==> src/rtl/core/frwl_pkg.sv <==
// frwl_pkg: shared types and constants of the fair reader/writer lock unit
// used by the queue cell and the top level; no dependencies

package frwl_pkg;

    localparam int FRWL_QUEUE_DEPTH = 16;
    localparam int FRWL_MAX_RESULTS = 16;
    localparam int FRWL_RES_W       = $clog2(FRWL_MAX_RESULTS + 1);
    localparam int FRWL_ID_W        = 8;
    localparam int FRWL_READERS_W   = 8;

    localparam logic KIND_READ  = 1'b0;
    localparam logic KIND_WRITE = 1'b1;

    typedef enum logic [1:0] {
        OP_ACQ_READ  = 2'd0,
        OP_ACQ_WRITE = 2'd1,
        OP_REL_READ  = 2'd2,
        OP_REL_WRITE = 2'd3
    } t_opcode;

    typedef enum logic [1:0] {
        ST_GRANTED   = 2'd0,
        ST_FULL      = 2'd1,
        ST_NO_HOLDER = 2'd2
    } t_status;

    // one waiting request as held in a queue cell
    typedef struct packed {
        logic                 kind;
        logic [FRWL_ID_W-1:0] id;
    } t_entry;

    // per-cell control from the sequencer
    typedef struct packed {
        logic shift;
        logic load;
    } t_cell_ctl;

endpackage

==> src/rtl/core/frwl_req_if.sv <==
// frwl_req_if: request channel (acquire / release items)
// valid/ready handshake; no dependencies

interface frwl_req_if;
    logic       valid;
    logic       ready;
    logic [1:0] opcode;
    logic [7:0] requester_id;

    modport source (output valid, output opcode, output requester_id, input ready);
    modport sink   (input valid, input opcode, input requester_id, output ready);
endinterface

==> src/rtl/core/frwl_res_if.sv <==
// frwl_res_if: result channel (grants and error reports)
// valid/ready handshake; no dependencies

interface frwl_res_if;
    logic       valid;
    logic       ready;
    logic [7:0] grant_id;
    logic       grant_kind;
    logic [1:0] status;
    logic       last;

    modport source (output valid, output grant_id, output grant_kind, output status,
                    output last, input ready);
    modport sink   (input valid, input grant_id, input grant_kind, input status,
                    input last, output ready);
endinterface

==> src/rtl/core/fair_reader_writer_lock_unit.sv <==
// fair_reader_writer_lock_unit: fifo-fair reader/writer lock manager
// sequencer plus a chain of frwl_cell slots; uses frwl_pkg, frwl_req_if, frwl_res_if
//
// Requests arrive on i_req (opcode, requester_id); results leave on o_res
// (grant_id, grant_kind, status, last). Acquires join a wait queue held in a
// chain of cells, cell 0 being the oldest; a pop moves every entry one cell
// down. After each request the head is granted while admissible, one grant
// per cycle while the output register is free. An error result (queue full,
// release without holder) comes first; last marks the final result of a
// request, and a request that causes nothing produces no result.
// Sequence: accept in S_IDLE, apply the request or report its error in
// S_EXEC, one grant per head in S_GRANT, then a final head check that
// returns to S_IDLE. An error result is loaded into the output register in
// S_EXEC, a grant in S_GRANT. The rate is set by the single head grant per cycle.
// A new request is taken only once the previous one is fully handled, but
// may be accepted while its last result still waits in the output register.
// When the receiver stalls, the sequencer holds until the register frees.
// Reset clears the queue count, the holder state and both handshakes; the
// queue cells need no clearing.

module fair_reader_writer_lock_unit
    import frwl_pkg::*;
#(
    parameter int QUEUE_DEPTH = FRWL_QUEUE_DEPTH
) (
    input  logic        i_clk,
    input  logic        i_rst_n,
    frwl_req_if.sink    i_req,
    frwl_res_if.source  o_res
);

    localparam int CW = $clog2(QUEUE_DEPTH + 1);

    typedef enum logic [1:0] {
        S_IDLE,
        S_EXEC,
        S_GRANT
    } t_state;

    t_state                    r_state, n_state;
    t_opcode                   r_op, n_op;
    logic [FRWL_ID_W-1:0]      r_id, n_id;
    logic [CW-1:0]             r_count, n_count;
    logic [FRWL_READERS_W-1:0] r_readers, n_readers;
    logic                      r_writer, n_writer;
    logic [FRWL_RES_W-1:0]     r_nres, n_nres;
    logic                      r_out_valid, n_out_valid;
    logic [FRWL_ID_W-1:0]      r_out_id, n_out_id;
    logic                      r_out_kind, n_out_kind;
    t_status                   r_out_status, n_out_status;
    logic                      r_out_last, n_out_last;

    t_entry    cell_q [QUEUE_DEPTH];
    t_entry    new_entry;
    t_cell_ctl cell_ctl [QUEUE_DEPTH];
    logic      push, pop;
    logic      slot_free, full, head_ok, next_ok, err, op_kind;

    assign new_entry = '{kind: op_kind, id: r_id};

    // chain of queue cells, cell 0 is the head
    for (genvar g = 0; g < QUEUE_DEPTH; g++) begin : g_cell
        t_entry upper;
        if (g == QUEUE_DEPTH - 1) begin : g_top
            assign upper = '0;
        end else begin : g_mid
            assign upper = cell_q[g+1];
        end
        assign cell_ctl[g].shift = pop;
        assign cell_ctl[g].load  = push && (r_count == CW'(g));
        frwl_cell u_cell (
            .i_clk   (i_clk),
            .i_ctl   (cell_ctl[g]),
            .i_upper (upper),
            .i_load  (new_entry),
            .o_entry (cell_q[g])
        );
    end

    assign slot_free = !r_out_valid || o_res.ready;
    assign full      = (r_count == CW'(QUEUE_DEPTH));
    assign op_kind   = (r_op == OP_ACQ_WRITE) || (r_op == OP_REL_WRITE);

    // head can be granted with the current holder state
    always_comb begin
        head_ok = (r_count != '0) && !r_writer
                  && (r_nres < FRWL_RES_W'(FRWL_MAX_RESULTS));
        if (cell_q[0].kind == KIND_WRITE) begin
            head_ok = head_ok && (r_readers == '0);
        end else begin
            head_ok = head_ok && (r_readers != '1);
        end
    end

    // second entry can follow a reader grant of the head
    assign next_ok = (r_count > CW'(1)) && (cell_q[1].kind == KIND_READ)
                     && (r_readers != FRWL_READERS_W'(254))
                     && ((r_nres + FRWL_RES_W'(1)) < FRWL_RES_W'(FRWL_MAX_RESULTS));

    always_comb begin
        n_state      = r_state;
        n_op         = r_op;
        n_id         = r_id;
        n_count      = r_count;
        n_readers    = r_readers;
        n_writer     = r_writer;
        n_nres       = r_nres;
        n_out_valid  = r_out_valid && !o_res.ready;
        n_out_id     = r_out_id;
        n_out_kind   = r_out_kind;
        n_out_status = r_out_status;
        n_out_last   = r_out_last;
        push         = 1'b0;
        pop          = 1'b0;
        err          = 1'b0;

        case (r_state)
            S_IDLE: begin
                if (i_req.valid) begin
                    n_op    = t_opcode'(i_req.opcode);
                    n_id    = i_req.requester_id;
                    n_nres  = '0;
                    n_state = S_EXEC;
                end
            end
            S_EXEC: begin
                case (r_op)
                    OP_ACQ_READ, OP_ACQ_WRITE: err = full;
                    OP_REL_READ:               err = (r_readers == '0);
                    OP_REL_WRITE:              err = !r_writer;
                    default:                   err = 1'b0;
                endcase
                if (err) begin
                    // state is unchanged, so the head check already holds for after
                    if (slot_free) begin
                        n_out_valid  = 1'b1;
                        n_out_id     = r_id;
                        n_out_kind   = op_kind;
                        n_out_status = (r_op == OP_ACQ_READ || r_op == OP_ACQ_WRITE) ?
                                       ST_FULL : ST_NO_HOLDER;
                        n_out_last   = !head_ok;
                        n_nres       = FRWL_RES_W'(1);
                        n_state      = S_GRANT;
                    end
                end else begin
                    case (r_op)
                        OP_ACQ_READ, OP_ACQ_WRITE: begin
                            push    = 1'b1;
                            n_count = r_count + CW'(1);
                        end
                        OP_REL_READ:  n_readers = r_readers - FRWL_READERS_W'(1);
                        OP_REL_WRITE: n_writer  = 1'b0;
                        default:      n_writer  = r_writer;
                    endcase
                    n_state = S_GRANT;
                end
            end
            S_GRANT: begin
                if (!head_ok) begin
                    n_state = S_IDLE;
                end else if (slot_free) begin
                    pop          = 1'b1;
                    n_count      = r_count - CW'(1);
                    n_nres       = r_nres + FRWL_RES_W'(1);
                    n_out_valid  = 1'b1;
                    n_out_id     = cell_q[0].id;
                    n_out_kind   = cell_q[0].kind;
                    n_out_status = ST_GRANTED;
                    if (cell_q[0].kind == KIND_WRITE) begin
                        n_writer   = 1'b1;
                        n_out_last = 1'b1;
                    end else begin
                        n_readers  = r_readers + FRWL_READERS_W'(1);
                        n_out_last = !next_ok;
                    end
                end
            end
            default: n_state = S_IDLE;
        endcase
    end

    always_ff @(posedge i_clk) begin
        if (!i_rst_n) begin
            r_state     <= S_IDLE;
            r_count     <= '0;
            r_readers   <= '0;
            r_writer    <= 1'b0;
            r_nres      <= '0;
            r_out_valid <= 1'b0;
        end else begin
            r_state     <= n_state;
            r_count     <= n_count;
            r_readers   <= n_readers;
            r_writer    <= n_writer;
            r_nres      <= n_nres;
            r_out_valid <= n_out_valid;
        end
        r_op         <= n_op;
        r_id         <= n_id;
        r_out_id     <= n_out_id;
        r_out_kind   <= n_out_kind;
        r_out_status <= n_out_status;
        r_out_last   <= n_out_last;
    end

    assign i_req.ready      = (r_state == S_IDLE);
    assign o_res.valid      = r_out_valid;
    assign o_res.grant_id   = r_out_id;
    assign o_res.grant_kind = r_out_kind;
    assign o_res.status     = r_out_status;
    assign o_res.last       = r_out_last;

    a_count_range: assert property (@(posedge i_clk) disable iff (!i_rst_n)
        r_count <= CW'(QUEUE_DEPTH))
        else $error("queue count beyond depth");

    a_exclusive: assert property (@(posedge i_clk) disable iff (!i_rst_n)
        r_writer |-> (r_readers == '0))
        else $error("writer active together with readers");

    a_pop_nonempty: assert property (@(posedge i_clk) disable iff (!i_rst_n)
        pop |-> (r_count != '0) && slot_free)
        else $error("pop from empty queue or into busy output");

    a_writer_grant: assert property (@(posedge i_clk) disable iff (!i_rst_n)
        (pop && cell_q[0].kind == KIND_WRITE) |=> r_writer && r_out_valid && r_out_last)
        else $error("writer grant did not take the lock");

    a_idle_hold: assert property (@(posedge i_clk) disable iff (!i_rst_n)
        (r_state == S_IDLE && !i_req.valid) |=> $stable(r_count) && $stable(r_readers))
        else $error("lock state changed while idle");

endmodule

==> src/rtl/core/frwl_cell.sv <==
// frwl_cell: one slot of the wait queue chain
// loads a new request or takes the entry of its upper neighbor on a pop; uses frwl_pkg

module frwl_cell
    import frwl_pkg::*;
(
    input  logic      i_clk,
    input  t_cell_ctl i_ctl,
    input  t_entry    i_upper,
    input  t_entry    i_load,
    output t_entry    o_entry
);

    t_entry r_entry;

    always_ff @(posedge i_clk) begin
        if (i_ctl.load) begin
            r_entry <= i_load;
        end else if (i_ctl.shift) begin
            r_entry <= i_upper;
        end
    end

    assign o_entry = r_entry;

endmodule
==> src/flat_wrapper.sv <==
// flat-port wrapper written by rule: the top's interface ports become plain ports
module fair_reader_writer_lock_unit_flat import frwl_pkg::*;
#(
    parameter int QUEUE_DEPTH = FRWL_QUEUE_DEPTH
)
  (i_clk, i_rst_n, i_req_valid, i_req_opcode, i_req_requester_id, i_req_ready, o_res_valid, o_res_grant_id, o_res_grant_kind, o_res_status, o_res_last, o_res_ready);
  frwl_req_if i_req_i ();
  frwl_res_if o_res_i ();
  input  logic i_clk;
  input  logic i_rst_n;
  input wire logic [$bits(i_req_i.valid)-1:0] i_req_valid;
  input wire logic [$bits(i_req_i.opcode)-1:0] i_req_opcode;
  input wire logic [$bits(i_req_i.requester_id)-1:0] i_req_requester_id;
  output wire logic [$bits(i_req_i.ready)-1:0] i_req_ready;
  output wire logic [$bits(o_res_i.valid)-1:0] o_res_valid;
  output wire logic [$bits(o_res_i.grant_id)-1:0] o_res_grant_id;
  output wire logic [$bits(o_res_i.grant_kind)-1:0] o_res_grant_kind;
  output wire logic [$bits(o_res_i.status)-1:0] o_res_status;
  output wire logic [$bits(o_res_i.last)-1:0] o_res_last;
  input wire logic [$bits(o_res_i.ready)-1:0] o_res_ready;
  assign i_req_i.valid = i_req_valid;
  assign i_req_i.opcode = i_req_opcode;
  assign i_req_i.requester_id = i_req_requester_id;
  assign i_req_ready = i_req_i.ready;
  assign o_res_valid = o_res_i.valid;
  assign o_res_grant_id = o_res_i.grant_id;
  assign o_res_grant_kind = o_res_i.grant_kind;
  assign o_res_status = o_res_i.status;
  assign o_res_last = o_res_i.last;
  assign o_res_i.ready = o_res_ready;
  fair_reader_writer_lock_unit #(.QUEUE_DEPTH(QUEUE_DEPTH)) u_core (.i_clk(i_clk), .i_rst_n(i_rst_n), .i_req(i_req_i), .o_res(o_res_i));
endmodule
==> config.mk <==
export PLATFORM = sky130hd
export DESIGN_NAME = fair_reader_writer_lock_unit_flat
export DESIGN_NICKNAME = d
export VERILOG_FILES = /design/src/rtl/core/frwl_pkg.sv /design/src/rtl/core/frwl_req_if.sv /design/src/rtl/core/frwl_res_if.sv /design/src/rtl/core/fair_reader_writer_lock_unit.sv /design/src/rtl/core/frwl_cell.sv /design/src/flat_wrapper.sv
export SDC_FILE = /design/constraint.sdc
export NUM_CORES = 1
export LEC_CHECK = 0
export BUFFER_PORTS_ARGS = -buffer_cell sky130_fd_sc_hd__buf_2
export CORE_ASPECT_RATIO = 0.7
export CORE_UTILIZATION = 50
export DETAILED_ROUTE_END_ITERATION = 8
export GPL_TIMING_DRIVEN = 0
export PLACE_DENSITY = 0.66
export SYNTH_ARGS = -nofsm -noshare
export SYNTH_HDL_FRONTEND = slang
export SYNTH_HIERARCHICAL = 1
export SYNTH_SLANG_ARGS = --single-unit
==> constraint.sdc <==
create_clock -name i_clk -period 3.3 [get_ports i_clk]
set_input_delay 0.66 -clock i_clk [delete_from_list [all_inputs] [get_ports i_clk]]
set_output_delay 0.66 -clock i_clk [all_outputs]
set_load 0.01 [all_outputs]
# [After elaboration in Yosys (flattened, before gate mapping)]
# Index checks and enable logic that the tools add are counted.
[word_totals] wordCells=247 regBits=188 output_inout_bits=14 inputBits=14
[op_classes] magnitude_cmp=3 reduce_logical=63 n_mux=95 bitwise_logic=1 eq_ne=36 addsub=5
[ops] operator="$mux W9" count=32
[ops] operator="$mux W8" count=9
[ops] operator="$mux W5" count=9
[ops] operator="$eq A5 B4 Y1 const B" count=8
[ops] operator="$reduce_bool A2 Y1" count=17
[ops] operator="$pmux W8 S2" count=2
[ops] operator="$mux W1" count=25
[ops] operator="$logic_and A1 B1 Y1" count=24
[ops] operator="$eq A5 B3 Y1 const B" count=4
[ops] operator="$mux W2" count=9
[ops] operator="$reduce_and A6 Y1" count=3
[ops] operator="$ne A8 B8 Y1 const B" count=2
[ops] operator="$pmux W5 S3" count=1
[ops] operator="$ne A2 B1 Y1 const B" count=6
[ops] operator="$ne A2 B2 Y1 const B" count=6
[ops] operator="$add A5 B1 Y5 const B" count=2
[ops] operator="$eq A5 B2 Y1 const B" count=2
[ops] operator="$lt A5 B5 Y1 const B" count=2
[ops] operator="$pmux W5 S2" count=1
[ops] operator="$reduce_and A5 Y1" count=2
[ops] operator="$add A8 B1 Y8 const B" count=1
[ops] operator="$logic_not A8 Y1" count=1
[ops] operator="$pmux W1 S2" count=4
[ops] operator="$sub A8 B1 Y8 const B" count=1
[ops] operator="other kinds (20)" count=30

# [Logic depth before layout (Yosys ltp)]
[logic_depth] ltp_word=9 depth_mapped=11 ltp_nobuf=9

# [Cells and area by module]
# The synthesis kept the hierarchy.
[by_module_without_submodules] module="frwl_cell" cells_per_inst=20 area_per_inst_um2=422.9 n_inst=16
[by_module_without_submodules] module="fair_reader_writer_lock_unit" cells_per_inst=299 area_per_inst_um2=2859.0 n_inst=1

# [Worst setup path after synthesis]
# Ideal clock, no wire load.
[synth_path] path_type="register to register" from="register u_core.r_count[0]" to="register u_core.r_out_id[0] (netlist: u_core/o_res.grant_id[0]), enable pin" n_path_buf=0 setup_slack_ns=-0.138 stages_incl_launch_ff=8 t_required_ns=2.887 arrival_ns=3.025 path_cell_list="dfxtp_1 -> inv_1 -> ha_1 -> nor4b_1 -> nor3_1 -> o211a_1 -> nor2_1 -> nor4bb_1"
[synth_via] elab_chain_len=7 elab_cells_between_ends=12 cone_classes="eq/ne (3); mux (3); reduce/logical (6)"
[synth_lines] element="start, declared" line="fair_reader_writer_lock_unit.sv:43" rtl="logic [CW-1:0] r_count, n_count;"
[synth_lines] element="start signal, assigned" line="fair_reader_writer_lock_unit.sv:192" rtl="r_count <= n_count;"
[synth_lines] element="branches (longest 6 deep; another with $eq A5 B5 Y1)"
[synth_lines] element="$reduce_and A5 Y1 (no line) *"
[synth_lines] element="end signal, assigned" line="fair_reader_writer_lock_unit.sv:200" rtl="r_out_id <= n_out_id;"
[synth_lines] element="end, declared" line="fair_reader_writer_lock_unit.sv:48" rtl="logic [FRWL_ID_W-1:0] r_out_id, n_out_id;"
# Every way passes the cells marked *. The select of a mux whose other input is x is not followed.
# A chain may end at the register's enable or synchronous reset.

# [Final worst setup path]
[layout_path] from="register u_core.r_state[0]" to="register u_core.r_readers[7]"
[layout_via] elab_chain_len=3 elab_cells_between_ends=10 cone_classes="eq/ne (7); mux (1); reduce/logical (2)"
[layout_lines] element="start, declared" line="fair_reader_writer_lock_unit.sv:40" rtl="t_state r_state, n_state;"
[layout_lines] element="start signal, assigned" line="fair_reader_writer_lock_unit.sv:191" rtl="r_state <= n_state;"
[layout_lines] element="$eq A2 B1 Y1 or $eq A2 B2 Y1 (tied branches)" line="fair_reader_writer_lock_unit.sv:117" rtl="case (r_state)"
[layout_lines] element="$ne A2 B2 Y1 (no line) (tied with other cells)"
[layout_lines] element="$reduce_and A6 Y1 (no line)"
[layout_lines] element="end signal, assigned" line="fair_reader_writer_lock_unit.sv:193" rtl="r_readers <= n_readers;"
[layout_lines] element="end, declared" line="fair_reader_writer_lock_unit.sv:44" rtl="logic [FRWL_READERS_W-1:0] r_readers, n_readers;"
# Several ways; a longest one is shown, not always the timed one.

==> summary.txt <==
leakage -> 3.98 nW
crit path from -> u_core/r_state[0]
synth warn -> 6
Setup crit start kind -> flip-flop
CP bufs+invs -> 3
CP required -> 3.60 ns
Crit path arrival time -> 3.42 ns
Worst-path clk slew -> 0.07 ns
GRT Overall Usage -> 0.200
first-pass GRT wire length -> 30100 um
ANT nets after route -> 0
worst min-delay path class -> in -> reg
Seq cells post-synth -> 188
endpoints failing setup -> 0
share of flip-flops with an asynchronous set or reset -> 0
worst-path cell with the longest stage delay -> ha_1
clk buf depth -> 2
pre-CTS setup slack -> -0.748 ns
CTS tree -> done
DPL Wire Length -> 12700 um
slowest stage delay, CP -> 0.46 ns
f_max -> 320 MHz
Die W -> 168 um
worst-margin pin slew -> 0.997 ns
run status -> finished clean
initial cell density of the core -> 0.510
Via density -> 5.80
post-route cell area -> 0.0107 sq mm
Clock Latency Late Sink -> 0.43 ns
fin crit share -> 0.948
Num Clock Sinks -> 188
Post-DP Area -> 0.0101 sq mm
Fin Setup TNS -> 0 ns
Area Overhead vs Synth -> 11.1%
Nets -> 707
post-synth cell types -> 60
Routed Wire Length -> 18500 um
commonest non-fill, non-tap cell in the layout -> edfxtp_1
H-tree depth -> 4
# port buffers -> 27
Root Buffer -> clkbuf_16
DIE AREA -> 0.0198 sq mm
Pwr Total -> 5.20 mW
syn avg cell area -> 15.6 sq um
CTS buffer count -> 17
Initial DRC Count -> 464
Ant. Diodes -> 0
CP Cell Sequence -> inv_1 -> ha_1 -> buf_2 -> clkinvlp_4 -> ha_1 -> and3_1 -> a211o_1 -> o41ai_4 -> mux2i_1 -> nand4_1
sequential fraction of the synthesis area -> 0.564
fin cells -> 928
FF-to-FF Start -> u_core/r_state[0]
Overflow after GRT -> 0
I/O pins -> 28
pwr dens -> 486 mW/mm^2
worst-path fanout max -> 11
detailed-route wire length per cell -> 20.0 um
Mapped Cells -> 619
routed vias -> 5384
Final Hold Viols -> 0
setup ws final -> 0.171 ns
DRC violation count after routing -> 0
CORE AREA -> 0.0189 sq mm
number of flops mapped to enable cells by yosys -> 166
Fin Clk Skew -> 0.0126 ns
CP Capture Type -> flip-flop
share of cells above drive strength 1 -> 0.351
standard-cell row count -> 42
initial antenna violation count -> 0
CP top delay family -> buffers and inverters
Hold Crit Start -> i_req_opcode[0]
Die Ht -> 118 um
minimum clock period -> 3.13 ns
placed cell count -> 896
Final Core Density -> 0.567
CP Class -> reg -> reg
worst hold margin -> 0.412 ns
Max Cap Violations -> 0
drt first pass iters -> 5
RePlAce Congestion -> 0.959
Worst path most repeated cell -> ha_1
Rel. slew slack -> 0.335
commonest non-fill, non-tap cells in the layout -> edfxtp_1, mux2_4, nand2_1
Mapped Area -> 0.00963 sq mm
largest net degree at the start of global routing -> 18
Peak supply drop -> 318 uV
Post-synth top flop -> edfxtp_1
Max Slew Vio Count -> 0
number of global-route vias before repair -> 5480
## cells in the mapped netlist, types with 2 or more instances
library cell	number	share of area
xor2_1	2	0.0018
a211o_1	6	0.0055
or4_1	4	0.0031
a21o_1	4	0.0031
o211ai_1	2	0.0016
nor2b_1	7	0.0045
and4_1	3	0.0027
nor2_1	16	0.0062
o22ai_1	3	0.0020
nor4_1	3	0.0020
a31oi_1	4	0.0026
dfxtp_1	22	0.046
or2_1	16	0.010
xnor2_1	2	0.0018
o221ai_1	3	0.0027
o2111ai_1	3	0.0027
o21ai_0	5	0.0026
nand2_1	31	0.012
nand2b_1	7	0.0045
mux2_4	144	0.22
or3_1	2	0.0013
o21a_1	3	0.0023
nor3_1	5	0.0026
ha_1	17	0.022
inv_1	10	0.0039
o31ai_1	3	0.0023
edfxtp_1	166	0.52
buf_6	16	0.019
and3_1	10	0.0065
buf_2	2	0.0010
mux2i_1	13	0.014
or4_4	2	0.0023
clkbuf_1	11	0.0043
a211oi_1	6	0.0047
mux2_2	8	0.0094
nand3_1	14	0.0073
a221oi_1	2	0.0018
a21oi_1	9	0.0047
nand4_1	2	0.0013
or3b_2	2	0.0018
and2_1	10	0.0065
## cells by family after synthesis
| group | count (synthesis) | share of synthesized area |
|---|---|---|
| DFF | 188 | 0.564 |
| and+or+nand+nor | 141 | 0.0828 |
| xor gates and xnor gates | 4 | 0.00364 |
| adders and majority gates | 18 | 0.0242 |
| AOI/OAI and AO/OA | 61 | 0.0491 |
| buffers and inverters | 41 | 0.0287 |
| muxes | 165 | 0.247 |
| other | 1 | 0.000390 |
## state kept, by name, indices dropped and copies added, names as in the netlist
name and count:
u_core/o_res.last 1, u_core/r_op 2, u_core/r_count 5, u_core/r_writer 1, u_core/r_readers 8, u_core/o_res.valid 1, u_core/o_res.status 2, u_core/r_id 8
u_core/g_cell.u_cell/o_entry 144, u_core/r_nres 5, u_core/r_state 2, u_core/o_res.grant_kind 1, u_core/o_res.grant_id 8
## power breakdown
group	switching, mW	internal, mW
clock network	0.848	1.03
logic	0.328	0.235
registers	0.0949	2.67
## worst register-to-register path: stages, from the launching register on
cell        delay, ns
dfxtp_1          0.33
inv_1            0.12
ha_1             0.17
buf_2            0.28
clkinvlp_4       0.36
ha_1             0.46
and3_1           0.19
a211o_1          0.34
o41ai_4          0.38
mux2i_1          0.26
nand4_1          0.11
## metal layers
layer,track usage,wire (um),up-vias
met4,0.0677,274,0
met3,0.0464,956,22
met2,0.302,8320,157
met5,0,0,-
met1,0.284,8970,2720
li1,-,-,2485
## final cells by class
class	count	area (sq um)
Fill cell	1417	8170
Sequential cell	188	5430
Clock inverter	11	97.6
Timing Repair Buffer	29	150
Tap cell	242	303
Timing Repair inverter	1	5.00
Inverter	11	45.0
Clock buffer	19	433
Multi-Input combinational cell	398	4000
Buffer	29	233
## what timing repair did
item | CTS | global route
buffers inserted | 0 | 2
pin swaps | 0 | 1
gates resized for setup | 7 | 2
gates cloned | 1 | 0
hold buffers | 0 | 0
endpoints found under the setup margin | 159 | 145
## final timing paths
| path | to | slack (ns) | depth (start not counted) |
|---|---|---|---|
| worst min register to register | u_core/r_nres[3] | 0.46 | 1 |
| worst min-delay path | u_core/r_op[0] | 0.41 | 1 |
| worst max-delay path | u_core/r_readers[7] | 0.17 | 10 |
| worst max register to register | u_core/r_readers[7] | 0.17 | 10 |
No activity file was read; power rests on OpenSTA's default activity.
